## src/hw/rtl/bidirectional_binding_table_core_assert.svh

```systemverilog
// Assertion macros for the binding table core.
`ifndef BIDIRECTIONAL_BINDING_TABLE_CORE_ASSERT_SVH
`define BIDIRECTIONAL_BINDING_TABLE_CORE_ASSERT_SVH
`ifndef ASSERT_OFF
`define BBT_ASSERT(lbl, prop, msg) \
	lbl: assert property (@(posedge clk) disable iff (!arst_n) prop) else $error(msg);
`define BBT_ASSERT_ALWAYS(lbl, prop, msg) \
	lbl: assert property (@(posedge clk) prop) else $error(msg);
`else
`define BBT_ASSERT(lbl, prop, msg)
`define BBT_ASSERT_ALWAYS(lbl, prop, msg)
`endif
`endif

```

## src/hw/rtl/bbt_pkg.sv

```systemverilog
// Types and constants shared by the binding table core and its cells.
package bbt_pkg;

	localparam int TableDepth = 16;
	localparam int MacW       = 64;
	localparam int EpW        = 8;

	typedef enum logic [1:0] {
		OP_UPDATE     = 2'd0,
		OP_LOOKUP_SRC = 2'd1,
		OP_LOOKUP_DST = 2'd2,
		OP_LOOKUP_ID  = 2'd3
	} op_t;

	typedef enum logic [1:0] {
		ST_DST_REPLACED = 2'd0,
		ST_SRC_REPLACED = 2'd1,
		ST_INSERTED     = 2'd2,
		ST_INSERTED_DROP = 2'd3
	} status_t;

	typedef struct packed {
		op_t             op;
		logic [MacW-1:0] mac_a;
		logic [EpW-1:0]  ep_a;
		logic [MacW-1:0] mac_b;
		logic [EpW-1:0]  ep_b;
	} req_t;

	typedef struct packed {
		logic [MacW-1:0] src_mac;
		logic [EpW-1:0]  src_ep;
		logic [MacW-1:0] dst_mac;
		logic [EpW-1:0]  dst_ep;
	} entry_t;

	// Priority chain passed from the newest cell toward the oldest.
	typedef struct packed {
		logic            hit;
		logic            src_side;
		logic [MacW-1:0] mac;
		logic [EpW-1:0]  ep;
	} chain_t;

endpackage

```

## src/hw/rtl/bbt_cell.sv

```systemverilog
// One table row: holds a binding, compares it with the request and joins the priority chain.
module bbt_cell (
	input  logic           clk,
	input  logic           arst_n,
	input  bbt_pkg::req_t   req,
	input  logic           cmp_en,
	input  logic           apply_en,
	input  logic           ins,
	input  bbt_pkg::entry_t nb_ent,
	input  logic           nb_vld,
	input  bbt_pkg::chain_t chain_in,
	output bbt_pkg::chain_t chain_out,
	output bbt_pkg::entry_t ent,
	output logic           vld
);
	import bbt_pkg::*;

	entry_t ent_q;
	logic   vld_q;
	logic   m_src_s2, m_dst_s2, m_ida_s2, m_idb_s2;
	logic   hit, win;
	logic [MacW-1:0] own_mac;
	logic [EpW-1:0]  own_ep;

	assign ent = ent_q;
	assign vld = vld_q;

	always_ff @(posedge clk or negedge arst_n) begin
		if (!arst_n) begin
			vld_q <= 1'b0;
		end else if (apply_en && ins) begin
			vld_q <= nb_vld;
		end
	end

	always_ff @(posedge clk) begin
		if (cmp_en) begin
			m_src_s2 <= vld_q && ent_q.src_mac == req.mac_a && ent_q.src_ep == req.ep_a;
			m_dst_s2 <= vld_q && ent_q.dst_mac == req.mac_b && ent_q.dst_ep == req.ep_b;
			m_ida_s2 <= vld_q && ent_q.src_mac == req.mac_a;
			m_idb_s2 <= vld_q && ent_q.dst_mac == req.mac_a;
		end
	end

	always_comb begin
		hit     = 1'b0;
		own_mac = '0;
		own_ep  = '0;
		case (req.op)
			OP_UPDATE: begin
				hit = m_src_s2 | m_dst_s2;
			end
			OP_LOOKUP_SRC: begin
				hit     = m_src_s2;
				own_mac = ent_q.dst_mac;
				own_ep  = ent_q.dst_ep;
			end
			OP_LOOKUP_DST: begin
				hit     = m_dst_s2;
				own_mac = ent_q.src_mac;
				own_ep  = ent_q.src_ep;
			end
			OP_LOOKUP_ID: begin
				hit     = m_ida_s2 | m_idb_s2;
				own_mac = m_ida_s2 ? ent_q.dst_mac : ent_q.src_mac;
			end
			default: begin
				hit = 1'b0;
			end
		endcase
		win = hit & ~chain_in.hit;
		chain_out.hit      = chain_in.hit | hit;
		chain_out.src_side = win ? m_src_s2 : chain_in.src_side;
		chain_out.mac      = win ? own_mac : chain_in.mac;
		chain_out.ep       = win ? own_ep : chain_in.ep;
	end

	// On insert take the neighbor's row; otherwise, on an update, the winning row edits one side.
	always_ff @(posedge clk) begin
		if (apply_en) begin
			if (ins) begin
				ent_q <= nb_ent;
			end else if (win && req.op == OP_UPDATE) begin
				if (m_src_s2) begin
					ent_q.dst_mac <= req.mac_b;
					ent_q.dst_ep  <= req.ep_b;
				end else begin
					ent_q.src_mac <= req.mac_a;
					ent_q.src_ep  <= req.ep_a;
				end
			end
		end
	end

endmodule

```

## config.mk

```make
export PLATFORM = sky130hd
export DESIGN_NAME = bbt_cell
export DESIGN_NICKNAME = d
export VERILOG_FILES = /design/src/hw/rtl/bidirectional_binding_table_core_assert.svh /design/src/hw/rtl/bbt_pkg.sv /design/src/hw/rtl/bbt_cell.sv
export SDC_FILE = /design/constraint.sdc
export NUM_CORES = 1
export LEC_CHECK = 0
export ABC_AREA = 1
export BUFFER_PORTS_ARGS = -buffer_cell sky130_fd_sc_hd__buf_4
export CORE_AREA = 2 2 232 234
export CTS_CLUSTER_DIAMETER = 40
export CTS_CLUSTER_SIZE = 16
export DETAILED_ROUTE_END_ITERATION = 12
export DIE_AREA = 0 0 234 236
export GPL_ROUTABILITY_DRIVEN = 1
export GPL_TIMING_DRIVEN = 1
export PLACE_DENSITY = 0.47
export SETUP_SLACK_MARGIN = 0.2
export SKIP_CTS_REPAIR_TIMING = 1
export SYNTH_ARGS = -nofsm -noshare
export SYNTH_HDL_FRONTEND = slang
export SYNTH_SLANG_ARGS = --single-unit
```

## constraint.sdc

```tcl
create_clock -name clk -period 7 [get_ports clk]
set_input_delay 0.35 -clock clk [delete_from_list [all_inputs] [get_ports clk]]
set_output_delay 0.35 -clock clk [all_outputs]
set_load 0.01 [all_outputs]
```

==> results of run 1 <==
## registers in the layout, indices dropped and copies added, names as in the netlist
signal / count
ent: 144
m_dst_s2: 1
m_ida_s2: 1
m_idb_s2: 1
m_src_s2: 1
vld: 1
## cell type report
| class | count | area share (%) |
|---|---|---|
| Clock buffer | 20 | 2.524 |
| Tap cell | 696 | 5.033 |
| Sequential cell | 149 | 25.83 |
| Multi-Input combinational cell | 1074 | 33.33 |
| Inverter | 292 | 6.335 |
| Clock inverter | 12 | 0.7593 |
| Timing Repair Buffer | 600 | 26.08 |
| Antenna cell | 7 | 0.1012 |
## layer usage
layer | vias up | wire length (um)
met2 | 575 | 35740
met5 | - | 126
met1 | 6495 | 31410
met4 | 18 | 2005
met3 | 80 | 5744
li1 | 6318 | -
## logic make-up (layout without fill, tap and decap cells)
kind of cell	count (synthesis)	in the layout
compound gates	356	356
xor+xnor	41	41
fa+ha+maj	4	4
buf+inv	359	924
flops	149	149
mux	39	39
other cells	0	7
simple gates	634	634
## worst max-delay path, stage by stage
cell and delay, ps:
buf_4 90, inv_1 70, ha_1 190, buf_4 250, o21ai_0 280, nand3_1 240
nand2_8 480, buf_4 700, nand2_1 160, o31ai_2 110, buf_4 160
## worst paths after layout
kind                       cells after the start                  to               start  slack (ps)
min in group asynchronous                      2     vld$_DFFE_PN0P_              arst_n         160
hold / removal                                 2     vld$_DFFE_PN0P_              nb_vld          80
max in group asynchronous                      2     vld$_DFFE_PN0P_              arst_n        6760
setup / recovery                              11       chain_out[57]            req[144]        3450
hold reg to reg                                1     vld$_DFFE_PN0P_     vld$_DFFE_PN0P_         800
setup reg to reg                               5  ent[138]$_DFFE_PP_  m_src_s2$_DFFE_PP_        4040
## power groups by stage
stage          registers (W)  logic [W]  clock network [W]
3_3_place_gp         0.00114   0.000874                  0
4_1_cts              0.00112   0.000882           0.000997
2_1_floorplan        0.00113   0.000377                  0
5_1_grt              0.00112   0.000945            0.00102
3_5_place_dp         0.00114   0.000879                  0
6_report             0.00112   0.000876           0.000975
## layout by cell type, fill, tap and decap left out, drive strengths merged
| cell | count |
|---|---|
| buf | 598 |
| nand2 | 488 |
| inv | 293 |
| o21ai | 200 |
| edfxtp | 148 |
| nor2 | 97 |
| o22ai | 83 |
| o31ai | 66 |
| mux2 | 39 |
| nand4 | 27 |
| xor2 | 22 |
| clkbuf | 21 |
| xnor2 | 19 |
| nand3 | 12 |
| nor3 | 8 |
| diode | 7 |
| clkinv | 6 |
| a22o | 4 |
| ha | 4 |
| clkinvlp | 3 |
| nor4 | 2 |
| bufinv | 2 |
| a21oi | 2 |
| o211ai | 1 |
| dlygate4sd3 | 1 |
| dfrtp | 1 |
## per-stage QoR
step	hold slack, ps	instances	setup WS (ps)	util, %	area [um^2]
after floorplan	54.41	1582	61.48	-	11670
after global placement	126.0	2810	3350	31.48	16710
after detailed placement	126.6	2810	3349	31.48	16710
after CTS	-428.2	2842	3469	32.55	17270
after global routing	60.08	2847	3237	32.59	17290
final	79.44	2850	3446	32.60	17300
==> flow_summary.toml, run 1 <==
[global_route]
grt_max_degree = 87
groute.usage.overall_pct = 26.52
grt_first_pass_wirelength_um = 100500
grtUsageMet3_pct = 7.096
grt_util_met1_pct = 33.46
use_met2_pct = 43.70
grt_overflow = 0
grt_pass1_vias = 13249
antenna_found_initial = 15
top_usage_layer = "met2"

[floorplan]
die_h_um = 236
num_rows = 85
die_w_um = 234
die_area_mm2 = 0.05522
coreArea_mm2 = 0.05307
ioPinCount = 589
start_util_pct = 21.99

[drt]
drtPass1Iterations = 5
vias_per_cell = 4.732
dr_total_vias = 13486
drc_errors = 0
routedWlPerCell_um = 26.33
drtIter0Drc = 1004
drt-total-wl_um = 75030
antenna_left = 0

[run]
cap_violations = 0

[sta]
min_period_over_period_pct = 50.76
setup_viol = 0
slew_headroom_pct = 32.03
hold_viol = 0
drv_slew = 0
rsz0062_at_grt = "no"
fin_crit_ps = 3554
fmax_mhz = 281.4
worst_slew_pin_slew_ps = 1020
fin_setup_tns_ps = 0
finClkSkew_ps = 13.77

[critical_path]
critPathLaunchType = "primary input"
worstPathRequired_ps = 6650
cp.arrival_ps = 3200
critPathMaxFanout = 85
end_kind = "output port"
critical_path_class = "primary input to output port"

[power_and_ir_drop]
p_leak_nw = 8.255
switching_share_pct = 34.39
peakVddDrop_mv = 0.1259
power.share.clock_pct = 32.8
pwr-share-comb_pct = 29.5
pwr-share-seq_pct = 37.7
p_per_area_mw_per_mm2 = 171.7
design_power_total_w = 0.002971
p_switching_w = 0.001022
p_int_w = 0.001949

[logic_synthesis]
synthXorXnorAreaFrac_pct = 3.076
synth-edff-count = 148
synthMostInstantiatedCell = "nand2_1"
synth.area.top_cells = "edfxtp_1 38%, nand2_1 16%, inv_1 9.4%"
synth_fa_ha_area_share_pct = 0.4288
synth_top_area_share_pct = 38.07
syn_inst = 1582
yosysWarnings = 0
synthArstFlopShare_pct = 0.6711
yosys.cell_types.count = 33
synth_top_cell_by_area = "edfxtp_1"
synthMuxAreaShare_pct = 3.762
synth_compound_area_share_pct = 20.24
synthTopCellsByCount = "487 x nand2_1, 291 x inv_1, 189 x o21ai_0"
synth_seq_cells = 149
synth_top_family_by_area = "simple AND/OR/NAND/NOR gates"
syn_nets = 1956
synth-simple-area-share_pct = 21.33
synth_top_flop_cell = "edfxtp_1"
syn-mean-instance-area_um2 = 7.378
yosysSeqAreaShare_pct = 38.29
netlist_area_mm2 = 0.01167

[clock_tree]
clock_path_buffers = 2
clkTransAtPathRegs_ps = 70
cts.sinks = 149
cts_tree = "built"
htreeDepth = 4
cts_buffers = 17
cts-root-buf = "clkbuf_16"
clock_latency_ps = 500

[final_layout]
fillers = 5820
final-seq-area_mm2 = 0.004469
multiInputGateArea_mm2 = 0.005767
synthToLayoutAreaGrowth_pct = 48.23
drive_gt1_share_pct = 34.09
nets = 2508

[place]
dpl.hpwl_um = 63680
place.gp.congestion = 0.8915
port_buffers = 588

[hold_path]
hp-class = "primary input to flip-flop"

[status]
outcome = "finished, final reports clean"
(Power assumes the default switching activity.)
==> run 2: changes to the inputs <==
- ABC_AREA: 1 -> 0
- CORE_AREA: 2 2 232 234 -> 2 2 229 231
- DIE_AREA: 0 0 234 236 -> 0 0 231 233
- PLACE_DENSITY: 0.47 -> 0.45
- clock period: 7 -> 3.2 ns (I/O delays scaled with it)
==> run 2 against run 1 <==
The run now ends with hold timing left. Combinational power rose by 140%. Wire length shrank 9.5%. Setup slack worse by 3100 ps. First-iteration DRC count fell by 40%. Total power rose by 130%. Sequential share of layout area fell by 1.5 points. Clock skew decreased by 2.5 ps. Critical path depth shrank 6. Synthesized cell count decreased by 41%. Register-to-register slack worse by 3500 ps. Critical path type is now flip-flop to output port. Largest power group unchanged.
==> flow_summary.toml, run 2 <==
[final_layout]
final_common_cell = "buf_4"
nets = 2103
fillers = 5264
drive_gt1_share_pct = 44.49
largest_reg_flops = 144
final_cell_mix = "603 x buf_4, 222 x dlygate4sd3_1, 148 x edfxtp_1, 127 x mux2_2, 122 x xnor2_1"
multiInputGateArea_mm2 = 0.005410
final-seq-area_mm2 = 0.004469
synthToLayoutAreaGrowth_pct = 79.55

[sta]
hold_slack_ps = -10.16
fin_crit_ps = 2829
worst_slew_pin_slew_ps = 888.6
finClkSkew_ps = 11.23
worst_slack_ps = 370.8
rsz0062_at_grt = "no"
slew_headroom_pct = 40.60
min_period_over_period_pct = 88.41
drv_slew = 0
fmax_mhz = 353.5
fin_setup_tns_ps = 0
hold_viol = 1
setup_viol = 0

[clock_tree]
clkTransAtPathRegs_ps = 60
cts.sinks = 149
cts_tree = "built"
clock_path_buffers = 2
cts_buffers = 17
clock_latency_ps = 490
cts-root-buf = "clkbuf_16"
htreeDepth = 4

[logic_synthesis]
synthArstFlopShare_pct = 0.6711
synth_top_flop_cell = "edfxtp_1"
yosysWarnings = 0
synth-edff-count = 148
yosysSeqAreaShare_pct = 43.68
synthMostInstantiatedCell = "edfxtp_1"
synth.area.top_cells = "edfxtp_1 43%, mux2_2 14%, xnor2_1 10%"
yosys.cell_types.count = 45
netlist_area_mm2 = 0.01023
syn-mean-instance-area_um2 = 10.94
syn_nets = 1309
synthTopCellsByCount = "148 x edfxtp_1, 127 x mux2_2, 122 x xnor2_1"
synth_seq_cells = 149
synth_top_cell_by_area = "edfxtp_1"
syn_inst = 935
synth_top_area_share_pct = 43.43

[global_route]
antenna_found_initial = 4
grt_first_pass_wirelength_um = 87570
groute.usage.overall_pct = 24.07
grt_max_degree = 146
grt_pass1_vias = 10666
grt_overflow = 0

[power_and_ir_drop]
design_power_total_w = 0.006738
p_per_area_mw_per_mm2 = 366.7
p_leak_nw = 7.531
peakVddDrop_mv = 0.3538

[critical_path]
cp.arrival_ps = 2670
critPathLaunchType = "flip-flop"
critical_path.startpoint = "m_ida_s2$_DFFE_PP_"
r2r_start = "ent[34]$_DFFE_PP_"
rrSetupSlack_ps = 500
critPathMaxFanout = 22
worstPathRequired_ps = 3040
critPathBufInv = 2
cp_top_family = "compound AO/OA/AOI/OAI gates"
critical_path_class = "flip-flop to output port"
end_kind = "output port"
max_stage_delay_ps = 740
path_cells = "o21bai_4, buf_12, a22oi_1, o31ai_1, buf_4"
cp_slowest_cell = "o21bai_4"

[hold_path]
hp-class = "primary input to flip-flop"
min_from = "nb_ent[113]"

[drt]
drc_errors = 0
vias_per_cell = 4.655
antenna_left = 0
drtPass1Iterations = 5
dr_total_vias = 11288
drtIter0Drc = 604
routedWlPerCell_um = 27.99
drt-total-wl_um = 67890

[floorplan]
start_util_pct = 20.03
die_w_um = 231
ioPinCount = 589
coreArea_mm2 = 0.05109
num_rows = 83
die_area_mm2 = 0.05382
die_h_um = 233

[place]
place.gp.congestion = 0.8391
dp_slack_ps = 557.2
dpl.hpwl_um = 54820
port_buffers = 588

[status]
failed_checks = "hold timing"
outcome = "finished with violations"

[run]
cap_violations = 0
## run 2: area by class of cell
cell class                 instances  share of cell area (%)
timing repair buffer             833                   37.57
multi-input combinational        689                   29.45
sequential                       149                   24.33
tap                              680                   4.631
clock buffer                      17                   2.315
clock inverter                    15                  0.8717
inverter                          39                  0.7968
antenna                            3                 0.04086
## run 2: final timing paths
check | end | depth (start not counted)
max in group asynchronous | vld$_DFFE_PN0P_ | 3
max | chain_out[71] | 5
max reg2reg | m_dst_s2$_DFFE_PP_ | 5
min reg2reg | vld$_DFFE_PN0P_ | 1
min | ent[113]$_DFFE_PP_ | 3
min in group asynchronous | vld$_DFFE_PN0P_ | 3
## run 2: power by group
group	switching (W)	total [W]	internal, W
Sequential	0.000169	0.00246	0.00229
Combinational	0.00102	0.00213	0.00111
Clock	0.000941	0.00215	0.00121
## run 2: cells by family (layout without fill, tap and decap cells)
family | count (synthesis) | after routing | share of synthesized area (%)
DFF | 149 | 149 | 43.68
adders and majority gates | 4 | 4 | 0.4891
and+or+nand+nor | 180 | 180 | 8.584
xor gates and xnor gates | 171 | 171 | 14.64
other | 0 | 3 | 0
buffers and inverters | 97 | 904 | 3.974
AOI/OAI and AO/OA | 206 | 206 | 14.55
muxes | 128 | 128 | 14.09
## run 2: worst min-delay path: cells and delay by family
| family | cells | cell delay (ps) |
|---|---|---|
| buffers and inverters | 1 | 80 |
| and+or+nand+nor | 1 | 50 |
| AOI/OAI and AO/OA | 1 | 80 |
## run 2: stage by stage
| stage | hold WS, ps | cells | utilization (%) | area, um^2 |
|---|---|---|---|---|
| floorplan | -135.6 | 935 | - | 10230 |
| global placement | -63.69 | 2168 | 30.45 | 15560 |
| detailed placement | -62.04 | 2168 | 30.45 | 15560 |
| CTS | -607.3 | 2200 | 31.59 | 16140 |
| global route | 0.04788 | 2424 | 35.95 | 18370 |
| finish | -10.16 | 2425 | 35.96 | 18370 |
## run 2: routing by layer
layer	part of all wire, %	GRT usage (%)	wire length, um
met2	50	41.87	34140
met3	6.1	5.833	4158
met4	1.9	6.996	1276
met1	42	29.36	28310
met5	0	0	0
